File: config.mk
export PLATFORM = sky130hd
export DESIGN_NAME = genotype_count_table_dp_core_flat
export DESIGN_NICKNAME = d
export VERILOG_FILES = /design/src/rtl/core/gct_pkg.sv /design/src/rtl/core/gct_if.sv /design/src/rtl/core/genotype_count_table_dp_core.sv /design/src/rtl/core/gct_ram.sv /design/src/rtl/core/gct_cell_unit.sv /design/src/rtl/core/gct_csr.sv /design/src/flat_wrapper.sv
export SDC_FILE = /design/constraint.sdc
export NUM_CORES = 2
export LEC_CHECK = 0
export BUFFER_PORTS_ARGS = -buffer_cell sky130_fd_sc_hd__buf_4
export CORE_ASPECT_RATIO = 0.75
export CORE_MARGIN = 4
export CORE_UTILIZATION = 65
export DETAILED_ROUTE_END_ITERATION = 10
export HOLD_SLACK_MARGIN = 0.05
export PLACE_DENSITY = 0.87
export SETUP_SLACK_MARGIN = 0.15
export SLEW_MARGIN = 20
export SYNTH_ARGS = -nofsm -noshare
export SYNTH_HDL_FRONTEND = slang
export SYNTH_SLANG_ARGS = --single-unit
export TNS_END_PERCENT = 30
File: constraint.sdc
create_clock -name clock -period 12.5 [get_ports clock]
set_input_delay 0.625 -clock clock [delete_from_list [all_inputs] [get_ports clock]]
set_output_delay 0.625 -clock clock [all_outputs]
set_load 0.01 [all_outputs]
File: src/rtl/core/gct_pkg.sv
// ----------------------------------------------------------------------------
// gct_pkg
// Shared widths, constants and types of the genotype count table core.
// ----------------------------------------------------------------------------
package gct_pkg;

   localparam int IDX_W   = 6;   // ploidy and allele count fields
   localparam int COUNT_W = 20;  // genotype count and limit
   localparam int CELL_W  = 21;  // table cell, two's complement, sentinel is -1
   localparam int SUM_W   = 22;  // left plus above before the check

   localparam int DEF_PLOIDY_CAP = 63;
   localparam int DEF_ALLELE_CAP = 63;

   localparam logic [COUNT_W-1:0] LIMIT_RESET = COUNT_W'(500500);
   localparam logic [CELL_W-1:0]  SENTINEL    = {CELL_W{1'b1}};

   // configuration port
   localparam int CSR_DATA_W = 32;
   localparam int CSR_ADDR_W = 3;
   localparam logic REG_COUNT_LIMIT = 1'b0;  // word index of count_limit

   typedef struct packed {
      logic [CELL_W-1:0] left;
      logic [CELL_W-1:0] above;
   } cell_operands_type;

endpackage

File: src/rtl/core/gct_if.sv
// ----------------------------------------------------------------------------
// gct_req_if / gct_rsp_if
// Valid/ready channels carrying a query item and a result item.
// ----------------------------------------------------------------------------
interface gct_req_if;
   import gct_pkg::*;

   logic             valid;
   logic             ready;
   logic [IDX_W-1:0] ploidy;
   logic [IDX_W-1:0] allele_num;

   modport source (output valid, output ploidy, output allele_num, input ready);
   modport sink   (input valid, input ploidy, input allele_num, output ready);
endinterface

interface gct_rsp_if;
   import gct_pkg::*;

   logic               valid;
   logic               ready;
   logic [COUNT_W-1:0] genotype_total;
   logic               overflow;

   modport source (output valid, output genotype_total, output overflow, input ready);
   modport sink   (input valid, input genotype_total, input overflow, output ready);
endinterface

File: src/rtl/core/genotype_count_table_dp_core.sv
// ----------------------------------------------------------------------------
// genotype_count_table_dp_core
// Genotype count from a capped Pascal-style table, one cell per cycle within a row.
//
// A query item (ploidy, allele_num) arrives on req; both are clamped to
// PLOIDY_CAP and ALLELE_CAP. The core walks the table row by row in a row
// buffer RAM through one shared add-and-check unit, one cell per cycle
// within a row, and each row opens with the RAM read of its ST_ROW state.
// req.ready is high only while no query is in flight, so one item is worked
// at a time and a new query is not taken before the last one is done. The
// result item sits in an output register until rsp.ready takes it; the
// next query can be accepted and computed meanwhile, and holds at its end
// until the output register is free. A result of overflow carries total 0.
// count_limit is written through the csr port; the user must do so only
// while the core is idle, the block does not enforce it. Reset (synchronous)
// drops any query and result and sets count_limit to 500500; the row buffer
// is not cleared, every query writes before it reads.
// ----------------------------------------------------------------------------
module genotype_count_table_dp_core #(
   parameter int PLOIDY_CAP = gct_pkg::DEF_PLOIDY_CAP,
   parameter int ALLELE_CAP = gct_pkg::DEF_ALLELE_CAP
) (
   input  logic                           clock,
   input  logic                           reset,
   gct_req_if.sink                        req,
   gct_rsp_if.source                      rsp,
   input  logic                           csr_psel,
   input  logic                           csr_penable,
   input  logic                           csr_pwrite,
   input  logic [gct_pkg::CSR_ADDR_W-1:0] csr_paddr,
   input  logic [gct_pkg::CSR_DATA_W-1:0] csr_pwdata,
   output logic [gct_pkg::CSR_DATA_W-1:0] csr_prdata,
   output logic                           csr_pready
);
   import gct_pkg::*;

   localparam int PW    = $clog2(PLOIDY_CAP + 1);
   localparam int AW    = $clog2(ALLELE_CAP + 1);
   localparam int DEPTH = ALLELE_CAP + 1;

   localparam logic [1:0] ST_IDLE = 2'd0;
   localparam logic [1:0] ST_ROW  = 2'd1;
   localparam logic [1:0] ST_RUN  = 2'd2;
   localparam logic [1:0] ST_DONE = 2'd3;

   logic [1:0]         state_ff, state_in;
   logic [PW-1:0]      pl_ff, pl_in;
   logic [AW-1:0]      al_ff, al_in;
   logic [PW-1:0]      p_ff, p_in;
   logic [AW-1:0]      a_ff, a_in;
   logic [CELL_W-1:0]  left_ff, left_in;
   logic [CELL_W-1:0]  cell_ff, cell_in;
   logic               rsp_valid_ff, rsp_valid_in;
   logic [COUNT_W-1:0] total_ff, total_in;
   logic               ovf_ff, ovf_in;

   logic [PW-1:0]      pl_clamp;
   logic [AW-1:0]      al_clamp;
   logic               ram_we;
   logic [AW-1:0]      ram_raddr;
   logic [CELL_W-1:0]  ram_rdata;
   logic [COUNT_W-1:0] count_limit;
   cell_operands_type  operands;
   logic [CELL_W-1:0]  step_cell;
   logic               slot_free;

   gct_csr u_csr (
      .clock       (clock),
      .reset       (reset),
      .csr_psel    (csr_psel),
      .csr_penable (csr_penable),
      .csr_pwrite  (csr_pwrite),
      .csr_paddr   (csr_paddr),
      .csr_pwdata  (csr_pwdata),
      .csr_prdata  (csr_prdata),
      .csr_pready  (csr_pready),
      .count_limit (count_limit)
   );

   gct_ram #(
      .WIDTH (CELL_W),
      .DEPTH (DEPTH)
   ) u_row_buffer (
      .clock (clock),
      .we    (ram_we),
      .waddr (a_ff),
      .wdata (step_cell),
      .raddr (ram_raddr),
      .rdata (ram_rdata)
   );

   // row 1 sees the all-ones row 0 as a constant, so row 0 is never stored
   assign operands.left  = left_ff;
   assign operands.above = (p_ff == PW'(1)) ? CELL_W'(1) : ram_rdata;

   gct_cell_unit u_cell (
      .operands    (operands),
      .count_limit (count_limit),
      .cell_out    (step_cell)
   );

   always_comb begin
      if (int'(req.ploidy) > PLOIDY_CAP) begin
         pl_clamp = PW'(PLOIDY_CAP);
      end else begin
         pl_clamp = PW'(req.ploidy);
      end
      if (int'(req.allele_num) > ALLELE_CAP) begin
         al_clamp = AW'(ALLELE_CAP);
      end else begin
         al_clamp = AW'(req.allele_num);
      end
   end

   assign slot_free = !rsp_valid_ff || rsp.ready;

   always_comb begin
      state_in  = state_ff;
      pl_in     = pl_ff;
      al_in     = al_ff;
      p_in      = p_ff;
      a_in      = a_ff;
      left_in   = left_ff;
      cell_in   = cell_ff;
      ram_we    = 1'b0;
      ram_raddr = a_ff + AW'(1);
      case (state_ff)
         ST_IDLE: begin
            if (req.valid) begin
               pl_in = pl_clamp;
               al_in = al_clamp;
               p_in  = '0;
               if (pl_clamp == '0 || al_clamp == '0) begin
                  // column 0 holds 0, row 0 holds 1
                  cell_in  = (al_clamp == '0) ? '0 : CELL_W'(1);
                  state_in = ST_DONE;
               end else begin
                  state_in = ST_ROW;
               end
            end
         end
         ST_ROW: begin
            p_in      = p_ff + PW'(1);
            a_in      = AW'(1);
            left_in   = '0;
            ram_raddr = AW'(1);
            state_in  = ST_RUN;
         end
         ST_RUN: begin
            ram_we  = 1'b1;
            left_in = step_cell;
            if (a_ff == al_ff) begin
               if (p_ff == pl_ff) begin
                  cell_in  = step_cell;
                  state_in = ST_DONE;
               end else begin
                  state_in = ST_ROW;
               end
            end else begin
               a_in = a_ff + AW'(1);
            end
         end
         ST_DONE: begin
            if (slot_free) begin
               state_in = ST_IDLE;
            end
         end
         default: begin
            state_in = ST_IDLE;
         end
      endcase
   end

   always_comb begin
      rsp_valid_in = rsp_valid_ff;
      total_in     = total_ff;
      ovf_in       = ovf_ff;
      if (state_ff == ST_DONE && slot_free) begin
         rsp_valid_in = 1'b1;
         ovf_in       = (cell_ff == SENTINEL);
         total_in     = (cell_ff == SENTINEL) ? '0 : cell_ff[COUNT_W-1:0];
      end else if (rsp.ready) begin
         rsp_valid_in = 1'b0;
      end
   end

   always_ff @(posedge clock) begin
      if (reset) begin
         state_ff     <= ST_IDLE;
         rsp_valid_ff <= 1'b0;
      end else begin
         state_ff     <= state_in;
         rsp_valid_ff <= rsp_valid_in;
      end
      pl_ff    <= pl_in;
      al_ff    <= al_in;
      p_ff     <= p_in;
      a_ff     <= a_in;
      left_ff  <= left_in;
      cell_ff  <= cell_in;
      total_ff <= total_in;
      ovf_ff   <= ovf_in;
   end

   assign req.ready          = (state_ff == ST_IDLE);
   assign rsp.valid          = rsp_valid_ff;
   assign rsp.genotype_total = total_ff;
   assign rsp.overflow       = ovf_ff;

   // cell walk stays inside the query's part of the table
   a_run_bounds: assert property (@(posedge clock) disable iff (reset)
      state_ff == ST_RUN |-> a_ff != '0 && a_ff <= al_ff && p_ff != '0 && p_ff <= pl_ff)
      else $error("cell index outside the query window");

   // the read that opens a row is always followed by the row walk
   a_row_then_run: assert property (@(posedge clock) disable iff (reset)
      state_ff == ST_ROW |=> state_ff == ST_RUN)
      else $error("row start not followed by cell steps");

   // a new result is loaded only into a free output register
   a_no_overwrite: assert property (@(posedge clock) disable iff (reset)
      rsp_valid_ff && !rsp.ready |=> rsp_valid_ff && $stable(total_ff) && $stable(ovf_ff))
      else $error("pending result overwritten");

   // overflow results carry a zero count
   a_ovf_zero: assert property (@(posedge clock) disable iff (reset)
      rsp_valid_ff && ovf_ff |-> total_ff == '0)
      else $error("overflow result with nonzero count");

endmodule

File: src/rtl/core/gct_ram.sv
// ----------------------------------------------------------------------------
// gct_ram
// Generic single-write, single-read RAM with a registered read port.
// ----------------------------------------------------------------------------
module gct_ram #(
   parameter int WIDTH = 8,
   parameter int DEPTH = 64
) (
   input  logic                     clock,
   input  logic                     we,
   input  logic [$clog2(DEPTH)-1:0] waddr,
   input  logic [WIDTH-1:0]         wdata,
   input  logic [$clog2(DEPTH)-1:0] raddr,
   output logic [WIDTH-1:0]         rdata
);

   logic [WIDTH-1:0] mem_ff [DEPTH];
   logic [WIDTH-1:0] rdata_ff;

   always_ff @(posedge clock) begin
      if (we) begin
         mem_ff[waddr] <= wdata;
      end
      rdata_ff <= mem_ff[raddr];
   end

   assign rdata = rdata_ff;

endmodule

File: src/rtl/core/gct_cell_unit.sv
// ----------------------------------------------------------------------------
// gct_cell_unit
// One recurrence step: left plus above, checked against the count limit.
// ----------------------------------------------------------------------------
module gct_cell_unit (
   input  gct_pkg::cell_operands_type      operands,
   input  logic [gct_pkg::COUNT_W-1:0]     count_limit,
   output logic [gct_pkg::CELL_W-1:0]      cell_out
);
   import gct_pkg::*;

   logic signed [SUM_W-1:0] left_ext;
   logic signed [SUM_W-1:0] above_ext;
   logic signed [SUM_W-1:0] sum;
   logic signed [SUM_W-1:0] limit_ext;

   always_comb begin
      left_ext  = SUM_W'($signed(operands.left));
      above_ext = SUM_W'($signed(operands.above));
      limit_ext = $signed({{(SUM_W-COUNT_W){1'b0}}, count_limit});
      sum       = left_ext + above_ext;
      // a sentinel above drives the sum under the left cell
      if (sum > limit_ext || sum < left_ext) begin
         cell_out = SENTINEL;
      end else begin
         cell_out = sum[CELL_W-1:0];
      end
   end

endmodule

File: src/rtl/core/gct_csr.sv
// ----------------------------------------------------------------------------
// gct_csr
// APB-style register port holding count_limit.
// ----------------------------------------------------------------------------
module gct_csr (
   input  logic                           clock,
   input  logic                           reset,
   input  logic                           csr_psel,
   input  logic                           csr_penable,
   input  logic                           csr_pwrite,
   input  logic [gct_pkg::CSR_ADDR_W-1:0] csr_paddr,
   input  logic [gct_pkg::CSR_DATA_W-1:0] csr_pwdata,
   output logic [gct_pkg::CSR_DATA_W-1:0] csr_prdata,
   output logic                           csr_pready,
   output logic [gct_pkg::COUNT_W-1:0]    count_limit
);
   import gct_pkg::*;

   logic [COUNT_W-1:0] limit_ff;
   logic [COUNT_W-1:0] limit_in;
   logic               hit;

   assign hit = (csr_paddr[2] == REG_COUNT_LIMIT);

   always_comb begin
      limit_in = limit_ff;
      if (csr_psel && csr_penable && csr_pwrite && csr_pready && hit) begin
         limit_in = csr_pwdata[COUNT_W-1:0];
      end
   end

   always_ff @(posedge clock) begin
      if (reset) begin
         limit_ff <= LIMIT_RESET;
      end else begin
         limit_ff <= limit_in;
      end
   end

   assign csr_pready  = 1'b1;
   assign csr_prdata  = hit ? {{(CSR_DATA_W-COUNT_W){1'b0}}, limit_ff} : '0;
   assign count_limit = limit_ff;

endmodule

File: src/flat_wrapper.sv
// flat-port wrapper written by rule: the top's interface ports become plain ports
module genotype_count_table_dp_core_flat import gct_pkg::*;
#(
   parameter int PLOIDY_CAP = gct_pkg::DEF_PLOIDY_CAP,
   parameter int ALLELE_CAP = gct_pkg::DEF_ALLELE_CAP
)
  (clock, reset, csr_psel, csr_penable, csr_pwrite, csr_paddr, csr_pwdata, csr_prdata, csr_pready, req_valid, req_ploidy, req_allele_num, req_ready, rsp_valid, rsp_genotype_total, rsp_overflow, rsp_ready);
  gct_req_if req_i ();
  gct_rsp_if rsp_i ();
  input  logic clock;
  input  logic reset;
  input  logic csr_psel;
  input  logic csr_penable;
  input  logic csr_pwrite;
  input  logic [gct_pkg::CSR_ADDR_W-1:0] csr_paddr;
  input  logic [gct_pkg::CSR_DATA_W-1:0] csr_pwdata;
  output logic [gct_pkg::CSR_DATA_W-1:0] csr_prdata;
  output logic csr_pready;
  input wire logic [$bits(req_i.valid)-1:0] req_valid;
  input wire logic [$bits(req_i.ploidy)-1:0] req_ploidy;
  input wire logic [$bits(req_i.allele_num)-1:0] req_allele_num;
  output wire logic [$bits(req_i.ready)-1:0] req_ready;
  output wire logic [$bits(rsp_i.valid)-1:0] rsp_valid;
  output wire logic [$bits(rsp_i.genotype_total)-1:0] rsp_genotype_total;
  output wire logic [$bits(rsp_i.overflow)-1:0] rsp_overflow;
  input wire logic [$bits(rsp_i.ready)-1:0] rsp_ready;
  assign req_i.valid = req_valid;
  assign req_i.ploidy = req_ploidy;
  assign req_i.allele_num = req_allele_num;
  assign req_ready = req_i.ready;
  assign rsp_valid = rsp_i.valid;
  assign rsp_genotype_total = rsp_i.genotype_total;
  assign rsp_overflow = rsp_i.overflow;
  assign rsp_i.ready = rsp_ready;
  genotype_count_table_dp_core #(.PLOIDY_CAP(PLOIDY_CAP), .ALLELE_CAP(ALLELE_CAP)) u_core (.clock(clock), .reset(reset), .req(req_i), .rsp(rsp_i), .csr_psel(csr_psel), .csr_penable(csr_penable), .csr_pwrite(csr_pwrite), .csr_paddr(csr_paddr), .csr_pwdata(csr_pwdata), .csr_prdata(csr_prdata), .csr_pready(csr_pready));
endmodule
== Yosys cells after proc, flatten, opt, wreduce, memory -nomap -nowiden ==
Memories as Yosys holds them, arrays and structs flattened. A register that Yosys moved wholly into a read port is not among the register bits.
Index checks and enable logic that the tools add are counted.
Word-level totals
  word-level logic and storage cells: 77
  memories kept: 1
  register bits after elaboration: 110
  bits in writable memories: 1344
Memories
  u_core.u_row_buffer.mem_ff: words 64, bits a word 21, read ports 1, clocked after memory_dff 1, write ports 1, RTL line gct_ram.sv:17  | logic [WIDTH-1:0] mem_ff [DEPTH];
Cells by class
  equal/unequal tests: 13
  bitwise logic cells: 1
  magnitude comparators: 2
  reduce and logical (&&, ||, !) cells: 20
  muxes and demuxes: 26
  $add $sub $neg: 3
Operator list (count)
  $mux W21: 6
  $pmux W21 S2: 2
  $pmux W6 S2: 2
  $add A21 B21 Y22: 1
  $gt A22 B21 Y1: 1
  $lt A22 B21 Y1: 1
  $eq A21 B21 Y1 const B: 1
  $mux W20: 1
  $mux W6: 3
  $add A6 B1 Y6 const B: 2
  $eq A6 B6 Y1: 2
  $logic_not A6 Y1: 2
  $mux W2: 5
  $ne A2 B1 Y1 const B: 4
  $pmux W2 S4: 1
  $reduce_bool A2 Y1: 4
  $eq A6 B1 Y1 const B: 1
  $mux W1: 6
  $reduce_and A2 Y1: 3
  $reduce_and A5 Y1: 1
  $eq A2 B2 Y1 const B: 2
  $logic_and A1 B1 Y1: 4
  $ne A2 B2 Y1 const B: 2
  $logic_or A1 B1 Y1: 3
  other kinds (5): 5

== Longest topological paths before layout ==
  depth in word-level cells: 9
  mapped depth: 22

== Modules after synthesis ==
Synthesis repeated with hierarchy kept, for this count alone.
Second synthesis, totals
  cells, all modules: 2898
  area total of the unflattened synthesis: 58946.5 um2
By module, submodules not included
  gct_ram: area each 51717.1 um2, cells an instance 2190, times used 1
  genotype_count_table_dp_core: area each 3809.9 um2, cells an instance 267, times used 1
  gct_cell_unit: area each 2299.7 um2, cells an instance 316, times used 1
  gct_csr: area each 1119.8 um2, cells an instance 125, times used 1

== Worst setup path before layout ==
OpenSTA, ideal clock, no wires.
  path kind: register -> register
  from: reg u_core.p_ff[0]
  to: mem u_core.u_row_buffer.mem_ff[0][0] (netlist name) (data pin)
  slack: 6.671 ns
  arrival: 5.453 ns
  library setup time: 0.376 ns
  stages on the path, launching flop included: 21
  clock period less this slack: 5.829 ns
  cell sequence: edfxtp_1 > ha_1 > and2_1 > clkbuf_1 > or2_2 > ha_1 > fa_1 > a211oi_1 > o211ai_1 > nand4b_1 > a41oi_1 > o41ai_1 > xnor2_1 > ha_1 > nand4_1 > nor4_1 > o311a_1 > a211oi_1 > o21bai_2 > buf_6 > nand2b_1
Between the ends
  longest elaborated chain between the ends: 6
  elaborated cells on any way between the ends: 7
  those cells by class: 1 x add/sub; 2 x order compare; 1 x eq/ne; 2 x mux; 1 x reduce/logical
Ends and longest elaborated chain
  from (decl): RTL line genotype_count_table_dp_core.sv:49  | logic [PW-1:0] p_ff, p_in;
  from (signal assigned): RTL line genotype_count_table_dp_core.sv:197  | p_ff <= p_in;
  $eq A6 B1 Y1 *: RTL line genotype_count_table_dp_core.sv:94  | assign operands.above = (p_ff == PW'(1)) ? CELL_W'(1) : ram_rdata;
  $mux W21 *: RTL line genotype_count_table_dp_core.sv:94
  $add A21 B21 Y22 *: RTL line gct_cell_unit.sv:21  | sum = left_ext + above_ext;
  $gt A22 B21 Y1 / $lt A22 B21 Y1 (equally long branches): RTL line gct_cell_unit.sv:23  | if (sum > limit_ext || sum < left_ext) begin
  $logic_or A1 B1 Y1: RTL line gct_cell_unit.sv:23
  $mux W21 *: RTL line gct_cell_unit.sv:23
  named net u_core.step_cell[0]: RTL line genotype_count_table_dp_core.sv:64  | logic [CELL_W-1:0] step_cell;
  to (decl): RTL line gct_ram.sv:17
The timed path passes the listed nets; every way through them passes the cells marked *.

== Final worst setup path ==
  from: reg u_core.p_ff[0]
  to: mem u_core.u_row_buffer.mem_ff[31][6] (netlist name) (data pin)
Same word-level chain as after synthesis.

==> metrics.txt <==
post-route minimum period=roughly 7600 ps; WP depth=20; hold path depth=3; area grow syn2layout=10.79%; most common cell in the synthesized netlist=edfxtp_1; slowest CP cell=or2_2; share of layout cells above drive strength 1=12.09%; total grt overflow=0; initial antenna violation count=3; crit start category=flop; RePlAce Congestion=0.8921; I/O pin cnt=between 100 and 150; DRT Pass-1 Iters=6; initial core utilization=65.99%; status=finished clean; critical path's largest stage delay=730 ps; Root Buffer=clkbuf_16; Post-DRT Antenna Nets=0; Routed WL=roughly 170000 um; crit path cell chain=ha_1 > and2_1 > or2_2 > ha_1 > fa_1 > a211oi_1 > o211ai_1 > nand4b_1 > a41oi_1 > o41ai_1 > xnor2_1 > ha_1 > nand4_1 > nor4_1 > o311a_1 > a211oi_1 > o21bai_2 > buf_4 > or2_2 > buf_4; Mapped Cells=between 4000 and 5000; HP Class=input port to flop; # fillers=about 5200; die area=0.09842 mm2; total of max-cap violations=0; Final Hold Vio Count=0; Final setup viols=0; Via density=approximately 7.0; CP dominant cell by count=ha_1; routed len/inst=29.49 um; CP top delay family=simple AND/OR/NAND/NOR gates; Req. time, crit path=13000 ps; Synth cell types=70; Port Buffers=82; Arr. time, crit path=between 8000 and 9000 ps; Via Count=38990; syn_area_per_cell=14.36 um2; Syn. warnings=0; Synth Register Bits=about 1500; Die Wd=360.9 um; first-pass GRT wire length=240400 um; max_slew headroom=a little under a quarter; ys flop type=edfxtp_1; number of global-route vias before repair=between 30000 and 40000; Die H=272.7 um; Core Area=0.09201 mm2; fmax=around 130 MHz; CTS H-Tree Depth=4; R2R cell count=20; Worst-Skew Late Latency=approximately 800 ps; CP Buf/Inv Count=2; CTS tree=built; post-cts resize count=0; CTS buffer count=about 130; setup slack after layout=between 4000 and 5000 ps; Post-Syn Area=0.06072 mm2; row cnt=96; Place WS=5144 ps; Reg clk slew, reported paths=70 ps; TritonCTS Sinks=1475; top post-synthesis cells by area=edfxtp_1 71%, nand2_1 4.3%, mux2i_1 3.7%; slew of the pin with the lowest slew margin=1148 ps; GRT Util Overall=33.11%; clk buf depth=3; Critical Path Fanout Max=33; worst clock skew=~38 ps; largest net degree at the start of global routing=157; TNS Setup=0 ps; crit path kind=flop to flop; DRC errors left=0; critical path endpoint category=flop; Detailed Place HPWL=88840 um; post-synthesis sequential area ratio=~72%; Nets=between 4000 and 5000; RSZ-0062 raised after global routing=no; post-synth top area cell=edfxtp_1; number of synthesized flops with an enable pin=1431; ys async rst share=0%; max-slew violations=0; Yosys top cell area share=approximately 70%; final worst path period share=61.19%; most frequent cells after synthesis=1431 x edfxtp_1, 691 x nand2_1, 285 x nand3_1; First DRT Iteration DRCs=7058
-- cells in the final DEF (no fill, tap or decap), drive strengths merged, types with 14 or more instances in the layout --
| cell type | n |
|---|---|
| o21ai | 74 |
| mux4 | 49 |
| nand4 | 18 |
| xnor2 | 20 |
| nor2 | 168 |
| buf | 165 |
| and3 | 24 |
| a31oi | 41 |
| mux2i | 225 |
| o21a | 20 |
| nor3 | 27 |
| nor2b | 94 |
| dlygate4sd3 | 21 |
| o221ai | 24 |
| nand2 | 691 |
| or3 | 25 |
| o22ai | 61 |
| a211o | 24 |
| clkinv | 44 |
| nand3 | 285 |
| and2 | 28 |
| a311oi | 99 |
| a21oi | 63 |
| inv | 54 |
| clkbuf | 177 |
| o211ai | 24 |
| or2 | 41 |
| a22oi | 15 |
| xor2 | 21 |
| edfxtp | 1431 |
| ha | 70 |
| a211oi | 73 |
| a221oi | 14 |
| dfxtp | 44 |
-- final cells by class --
class                   count  area, um2  share of cell area (%)
well taps                1225       1533                   2.279
clock inverters            63      641.9                  0.9542
repair buffers            186       1511                   2.247
clock buffers             177       3607                   5.362
multi-input cells        2426      15940                   23.69
diodes                      2      5.005                0.007440
inverters                  48      180.2                  0.2678
flip-flops and latches   1475      43850                   65.19
-- final timing paths --
kind / from / end / slack (ps)
max reg2reg: u_core.p_ff[0] / u_core.u_row_buffer.mem_ff[31][6] / 4850
max: u_core.p_ff[0] / u_core.u_row_buffer.mem_ff[31][6] / 4850
min: csr_pwdata[6] / u_core.u_csr.count_limit[6] / 120
min reg2reg: u_core.u_csr.count_limit[5] / u_core.u_csr.count_limit[5] / 460
-- stage by stage --
step                      area, um2  utilization (%)  hold slack, ps  cells
after CTS                     67220            73.06           85.95   5600
after detailed placement      62760            68.21           450.6   5339
after floorplan               60760                -           436.3   4239
after global routing          67260            73.11           109.2   5600
after global placement        62760            68.21           441.8   5339
final                         67270            73.11           120.4   5602
-- metal layers --
layer,wire length [um],track usage [%],vias to the layer above
met5,42,0,-
met4,6430,13.07,6
met3,28560,12.20,449
met2,72310,48.14,3484
met1,57860,46.14,18900
li1,-,-,16150
-- timing repair --
action	4_1_cts	5_1_grt
buffers inserted	0	0
hold buffers	21	0
hold endpoints to repair	21	0
-- worst min-delay path, delay by kind of cell --
| family | cells | cell delay (ps) |
|---|---|---|
| and+or+nand+nor | 1 | 50 |
| AOI/OAI and AO/OA | 1 | 50 |
| buffers and inverters | 1 | 110 |
-- cells by family (layout without fill, tap and decap cells) --
group | count (synthesis) | count (layout) | share of synthesized area [%]
adders and majority gates | 71 | 71 | 1.475
buffers and inverters | 338 | 474 | 2.434
other | 2 | 15 | 0.01237
AOI/OAI and AO/OA | 598 | 598 | 7.074
DFF | 1475 | 1475 | 72.22
xor gates and xnor gates | 41 | 41 | 0.6347
muxes | 274 | 274 | 5.533
and+or+nand+nor | 1429 | 1429 | 10.62
-- registers in the layout, summed over array words and instances, names as in the netlist --
signal / cells
u_core.u_row_buffer.rdata: 21
u_core.rsp.valid: 1
u_core.a_ff: 6
u_core.pl_ff: 6
u_core.rsp.genotype_total: 20
u_core.rsp.overflow: 1
u_core.left_ff: 21
u_core.state_ff: 2
u_core.u_csr.count_limit: 20
u_core.p_ff: 6
u_core.cell_ff: 21
u_core.u_row_buffer.mem_ff: 1344
u_core.al_ff: 6
Power is left out: the tool's default activity adds up to more than one toggle a clock period on the data nets, which glitch-free logic cannot reach.
